<file path="src/rtl/tcw_pkg.sv">
// ----------------------------------------------------------------------------
// Text console writer package
// Shared codes, control word layout and the sequencer program store.
// ----------------------------------------------------------------------------
`default_nettype none

package tcw_pkg;

   // Operation codes carried in the request tuser field.
   localparam logic [1:0] OP_PUT   = 2'd0;
   localparam logic [1:0] OP_CLEAR = 2'd1;
   localparam logic [1:0] OP_READ  = 2'd2;

   // Character codes with special cursor handling.
   localparam logic [7:0] TAB_CODE = 8'd9;
   localparam logic [7:0] LF_CODE  = 8'd10;
   localparam logic [7:0] CR_CODE  = 8'd13;

   // Cell values and masks.
   localparam logic [15:0] BLANK_CELL = 16'h0700;
   localparam logic [15:0] ATTR_MASK  = 16'hFF00;
   localparam logic [3:0]  NIBBLE_MASK = 4'hF;

   // Read port address sources.
   localparam logic [1:0] RD_NONE   = 2'd0;
   localparam logic [1:0] RD_CURSOR = 2'd1;
   localparam logic [1:0] RD_REQ    = 2'd2;
   localparam logic [1:0] RD_SWEEP  = 2'd3;

   // Write port sources.
   localparam logic [1:0] WR_NONE = 2'd0;
   localparam logic [1:0] WR_FILL = 2'd1;
   localparam logic [1:0] WR_COPY = 2'd2;
   localparam logic [1:0] WR_CHAR = 2'd3;

   // Cursor operations.
   localparam logic [1:0] CUR_HOLD = 2'd0;
   localparam logic [1:0] CUR_ZERO = 2'd1;
   localparam logic [1:0] CUR_UP   = 2'd2;
   localparam logic [1:0] CUR_CHAR = 2'd3;

   // Result emission.
   localparam logic [1:0] EMIT_NONE  = 2'd0;
   localparam logic [1:0] EMIT_PLAIN = 2'd1;
   localparam logic [1:0] EMIT_READ  = 2'd2;

   // Sequencer jump kinds.
   localparam logic [2:0] J_NEXT     = 3'd0;
   localparam logic [2:0] J_GOTO     = 3'd1;
   localparam logic [2:0] J_DISPATCH = 3'd2;
   localparam logic [2:0] J_LOOP     = 3'd3;
   localparam logic [2:0] J_SCROLL   = 3'd4;

   // Program steps.
   localparam int STEP_W = 4;
   localparam logic [STEP_W-1:0] S_INIT       = 4'd0;
   localparam logic [STEP_W-1:0] S_INIT_FILL  = 4'd1;
   localparam logic [STEP_W-1:0] S_IDLE       = 4'd2;
   localparam logic [STEP_W-1:0] S_PUT        = 4'd3;
   localparam logic [STEP_W-1:0] S_PUT_RD     = 4'd4;
   localparam logic [STEP_W-1:0] S_PUT_WR     = 4'd5;
   localparam logic [STEP_W-1:0] S_SCROLL     = 4'd6;
   localparam logic [STEP_W-1:0] S_SCROLL_END = 4'd7;
   localparam logic [STEP_W-1:0] S_CLEAR      = 4'd8;
   localparam logic [STEP_W-1:0] S_EMIT       = 4'd9;
   localparam logic [STEP_W-1:0] S_READ       = 4'd10;
   localparam logic [STEP_W-1:0] S_EMIT_RD    = 4'd11;

   typedef struct packed {
      logic              take;        // request channel is open in this step
      logic [1:0]        rd_sel;
      logic [1:0]        wr_sel;
      logic              idx_clr;
      logic              idx_inc;
      logic [1:0]        cur_op;
      logic              fill_blank;  // load the blank cell as fill value
      logic              set_scroll;
      logic [1:0]        emit;
      logic [2:0]        jump;
      logic [STEP_W-1:0] target;
   } ctrl_word_type;

   typedef struct packed {
      logic       accept;
      logic [1:0] op;
      logic       sweep_last;
      logic       need_scroll;
      logic       out_free;
   } status_type;

   function automatic ctrl_word_type rom_word(input logic [STEP_W-1:0] step);
      ctrl_word_type w;
      w = '0;
      case (step)
         S_INIT: begin
            w.fill_blank = 1'b1;
            w.idx_clr    = 1'b1;
            w.jump       = J_NEXT;
         end
         S_INIT_FILL: begin
            w.wr_sel  = WR_FILL;
            w.idx_inc = 1'b1;
            w.jump    = J_LOOP;
            w.target  = S_INIT_FILL;
         end
         S_IDLE: begin
            w.take    = 1'b1;
            w.idx_clr = 1'b1;
            w.jump    = J_DISPATCH;
         end
         S_PUT: begin
            w.jump   = J_SCROLL;
            w.target = S_SCROLL;
         end
         S_PUT_RD: begin
            w.rd_sel = RD_CURSOR;
            w.jump   = J_NEXT;
         end
         S_PUT_WR: begin
            w.wr_sel = WR_CHAR;
            w.cur_op = CUR_CHAR;
            w.jump   = J_GOTO;
            w.target = S_EMIT;
         end
         S_SCROLL: begin
            w.rd_sel  = RD_SWEEP;
            w.wr_sel  = WR_COPY;
            w.idx_inc = 1'b1;
            w.jump    = J_LOOP;
            w.target  = S_SCROLL;
         end
         S_SCROLL_END: begin
            w.wr_sel     = WR_COPY;
            w.cur_op     = CUR_UP;
            w.set_scroll = 1'b1;
            w.jump       = J_GOTO;
            w.target     = S_PUT_RD;
         end
         S_CLEAR: begin
            w.wr_sel  = WR_FILL;
            w.idx_inc = 1'b1;
            w.cur_op  = CUR_ZERO;
            w.jump    = J_LOOP;
            w.target  = S_CLEAR;
         end
         S_EMIT: begin
            w.emit   = EMIT_PLAIN;
            w.jump   = J_GOTO;
            w.target = S_IDLE;
         end
         S_READ: begin
            w.rd_sel = RD_REQ;
            w.jump   = J_NEXT;
         end
         S_EMIT_RD: begin
            w.emit   = EMIT_READ;
            w.jump   = J_GOTO;
            w.target = S_IDLE;
         end
         default: begin
            w.jump   = J_GOTO;
            w.target = S_INIT;
         end
      endcase
      return w;
   endfunction

endpackage

`default_nettype wire

</file>
<file path="src/rtl/tcw_seq.sv">
// ----------------------------------------------------------------------------
// Text console sequencer
// Step counter over the program store, with holds and conditional jumps.
// ----------------------------------------------------------------------------
`default_nettype none

module tcw_seq
   import tcw_pkg::*;
(
   input  wire logic          clock,
   input  wire logic          reset,
   input  wire status_type    status,
   output ctrl_word_type      ctl
);

   localparam logic [STEP_W-1:0] STEP_ONE = 1;

   logic [STEP_W-1:0] pc_ff;
   logic [STEP_W-1:0] pc_in;
   logic              stall;

   assign ctl = rom_word(pc_ff);

   // A step holds while the request channel waits for a word or while the
   // result register is still occupied.
   assign stall = (ctl.take && !status.accept) ||
                  ((ctl.emit != EMIT_NONE) && !status.out_free);

   always_comb begin
      pc_in = pc_ff;
      if (!stall) begin
         case (ctl.jump)
            J_NEXT:   pc_in = pc_ff + STEP_ONE;
            J_GOTO:   pc_in = ctl.target;
            J_DISPATCH: begin
               case (status.op)
                  OP_PUT:   pc_in = S_PUT;
                  OP_CLEAR: pc_in = S_CLEAR;
                  OP_READ:  pc_in = S_READ;
                  default:  pc_in = S_EMIT;
               endcase
            end
            J_LOOP:   pc_in = status.sweep_last ? pc_ff + STEP_ONE : ctl.target;
            J_SCROLL: pc_in = status.need_scroll ? ctl.target : pc_ff + STEP_ONE;
            default:  pc_in = S_INIT;
         endcase
      end
   end

   always_ff @(posedge clock) begin
      if (reset) begin
         pc_ff <= S_INIT;
      end else begin
         pc_ff <= pc_in;
      end
   end

endmodule

`default_nettype wire

</file>
<file path="config.mk">
export PLATFORM = sky130hd
export DESIGN_NAME = tcw_seq
export DESIGN_NICKNAME = d
export VERILOG_FILES = /design/src/rtl/tcw_pkg.sv /design/src/rtl/tcw_seq.sv
export SDC_FILE = /design/constraint.sdc
export NUM_CORES = 1
export LEC_CHECK = 0
export BUFFER_PORTS_ARGS = -buffer_cell sky130_fd_sc_hd__buf_2
export CAP_MARGIN = 20
export CORE_AREA = 5 5 56 58
export CTS_CLUSTER_DIAMETER = 120
export DETAILED_ROUTE_END_ITERATION = 12
export DIE_AREA = 0 0 61 63
export PLACE_DENSITY = 0.56
export SLEW_MARGIN = 30
export SYNTH_ARGS = -nofsm -noshare
export SYNTH_HDL_FRONTEND = slang
export SYNTH_SLANG_ARGS = --single-unit
</file>
<file path="constraint.sdc">
create_clock -name clock -period 1.85 [get_ports clock]
set_input_delay 0.185 -clock clock [delete_from_list [all_inputs] [get_ports clock]]
set_output_delay 0.185 -clock clock [all_outputs]
set_load 0.01 [all_outputs]
</file>
==> results.md <==
- Initial antenna violation count: 0
- Most common cell after layout, fill and taps aside: buf_4
- Final Instance Count excl. Fillers: approximately 190
- Top-level I/O count: 28
- Failing checks: setup timing
- Worst-margin pin slew: 334 ps
- Final min period: 1900 ps
- Layout overhead on the synthesized area: 77.7%
- Fin util: 50.3%
- Max reg flops: 4
- Synth Register Bits: 4
- Site Rows: 19
- Startpoint types: flop
- Final Cell Area: 1320 um^2
- Fmax: around 0.53 GHz
- DIE WIDTH: slightly above 60 um
- Final WS setup: -48.1 ps
- CP max stage delay: around 500 ps
- Port Buf Inserts: 27
- Rel. slew slack: 77.5%
- RSZ-0062 raised after global routing: true
- Tcrit/Tclk final: 103%
- Worst path slowest cell: or4b_4
- Register area share after synthesis: 10.8%
- Pins over their slew limit: 0
- Average routed wire per standard cell: 14.1 um
- Worst path bufs/invs: 2
- CTS Root Buffer Type: clkbuf_4
- Placed Area: 1100 um^2
- Hold_buf cts: 0
- Crit. End Element: flop
- First-pass GRT wire length: between 4000 and 5000 um
- Worst-case reg-to-reg path depth: 8
- Fin Setup TNS: -147 ps
- N_diodes: 0
- Predominant post-synthesis flop cell: dfxtp_1
- Post-Syn Instances: 98
- Share of layout cells above drive strength 1: 55.6%
- GRT Util Overall: between 10% and 20%
- Post-DP HPWL: ~2000 um
- Final hold violation count: 0
- Nets: ~180
- Setup Skew: 1.06 ps
- Chip height: 63 um
- CTS tree: built
- CTS HTree Levels: 1
- Final ANT Viol Nets: 0
- Tot Pwr: 1.55 mW
- Power density cells: 1180 nW/um^2
- Iteration-0 DRC Markers: 9
- Dpl cells: about 180
- Max FO, Critical Path: 4
- Max VDD drop: roughly 0.66 mV
- Placer Congestion: 0.891
- Number of synthesis warnings: 0
- Largest net degree at the start of global routing: 12
- Worst hold path depth: 2
- CP delay by family, top: simple AND/OR/NAND/NOR gates
- CTS Buffer Depth: 2
- Leak Pwr: 0.660 nW
- CORE AREA: 2620 um^2
- CP Data Arrival Time: 2060 ps
- Synthesized cell area: 741 um^2
- Setup slack at placement: -175 ps
- Mapped Nets: 113
- Hold Path Class: in2reg
- Num CTS Buffers: 3
- CP cell instances: buf_6, ha_4, or4b_4, nand2_1, a222oi_1, buf_4, a21o_1, a211oi_2
- Worst-Skew Late Latency: 240 ps
- Via count: 970
- Mapped Avg Cell Area: about 7.6 um^2
- DRT Pass-1 Iters: 4
- GR Overflow Total: 0
- Die area: approximately 3800 um^2
- Max Cap Violations: 0
- Hold WS: 192 ps
- Clock sinks: 4
- Most frequent cells in the layout: buf_4, buf_2, nand2_1
- Synth cell types: 39
- Biggest regs: pc_ff: 4 flops
- Clock transition at path regs: approximately 40 ps
- Starting Density: between 20 and 30%
- Status: finished with violations
- DRC violations left: 0
- Required time worst endpoint: 2010 ps
- Ys async rst share: 0%
- Final setup fails: 5
- Largest Register: pc_ff
- Levels on crit path: 8
- Critical path class: reg2reg
- Vias/cell: 5.08
- Number of global-route vias before repair: 946
- Total wire length: approximately 2700 um
- Post-synth EDFFs: 0
[kinds of logic (layout without fill, tap and decap cells)]
kind of cell,after synthesis,count (layout),share of synthesized area [%]
XOR/XNOR,2,2,2.37
flip-flops,4,4,10.8
AO/OA/AOI/OAI,25,25,29.4
adder cells (fa/ha/maj),7,7,11.8
AND/OR/NAND/NOR,47,47,35.5
multiplexers,2,2,2.87
buffers and inverters,11,73,7.26
[routing by layer]
metal	wire [um]	vias up	global-route usage (%)	share of wire, %
li1	-	475	-	-
met1	1060	466	17.2	39
met5	0	-	0	0
met4	16	0	5.15	0.59
met3	154	2	4.13	5.7
met2	1460	27	23.4	54
[worst register-to-register path, stage by stage, from the launching register on]
cell and delay (ps):
dfxtp_2 330, buf_6 130, ha_4 160, or4b_4 490, nand2_1 90, a222oi_1 100, buf_4 170, a21o_1 180
a211oi_2 190
[synth_stat cells (all sizes together) (2+ instances only)]
| library cell | number | area, um^2 |
|---|---|---|
| dfxtp | 4 | 80.1 |
| o21bai | 2 | 15.0 |
| a211oi | 4 | 45.1 |
| nand3 | 4 | 25.0 |
| a21o | 2 | 15.0 |
| nor2b | 3 | 18.8 |
| inv | 6 | 22.5 |
| a21oi | 2 | 10.0 |
| nor2 | 10 | 37.5 |
| nand2b | 5 | 31.3 |
| o21a | 2 | 15.0 |
| nor3 | 2 | 10.0 |
| nor3b | 3 | 27.5 |
| nand3b | 2 | 15.0 |
| buf | 5 | 31.3 |
| and2 | 5 | 31.3 |
| ha | 7 | 87.6 |
| o21ai | 3 | 15.0 |
| nand2 | 11 | 41.3 |
[final cells by class]
type / instances / area [um^2]
tap: 31 / 38.8
sequential: 4 / 85.1
inverter: 6 / 25.0
clock buffer: 3 / 22.5
multi-input combinational: 83 / 699
fill: 268 / 1300
timing repair buffer: 64 / 445
[power by group]
part	internal (mW)	total, mW	switching [mW]
clock	0.0726	0.109	0.0367
sequential	0.113	0.149	0.0361
combinational	0.677	1.29	0.617
[worst paths after layout]
check,from,endpoint,slack [ps]
hold reg to reg,pc_ff[1]$_SDFFE_PP0N_,pc_ff[1]$_SDFFE_PP0N_,670
hold / removal,reset,pc_ff[2]$_SDFFE_PP0N_,190
setup reg to reg,pc_ff[0]$_SDFFE_PP0N_,pc_ff[2]$_SDFFE_PP0N_,-50
setup / recovery,pc_ff[0]$_SDFFE_PP0N_,pc_ff[2]$_SDFFE_PP0N_,-50
[timing repair]
action	CTS	global route
buffers inserted	1	10
pin swaps	2	5
cloned	0	0
setup endpoints to repair	9	12
gates resized for setup	15	13
Power figures use the tool's default switching activity.
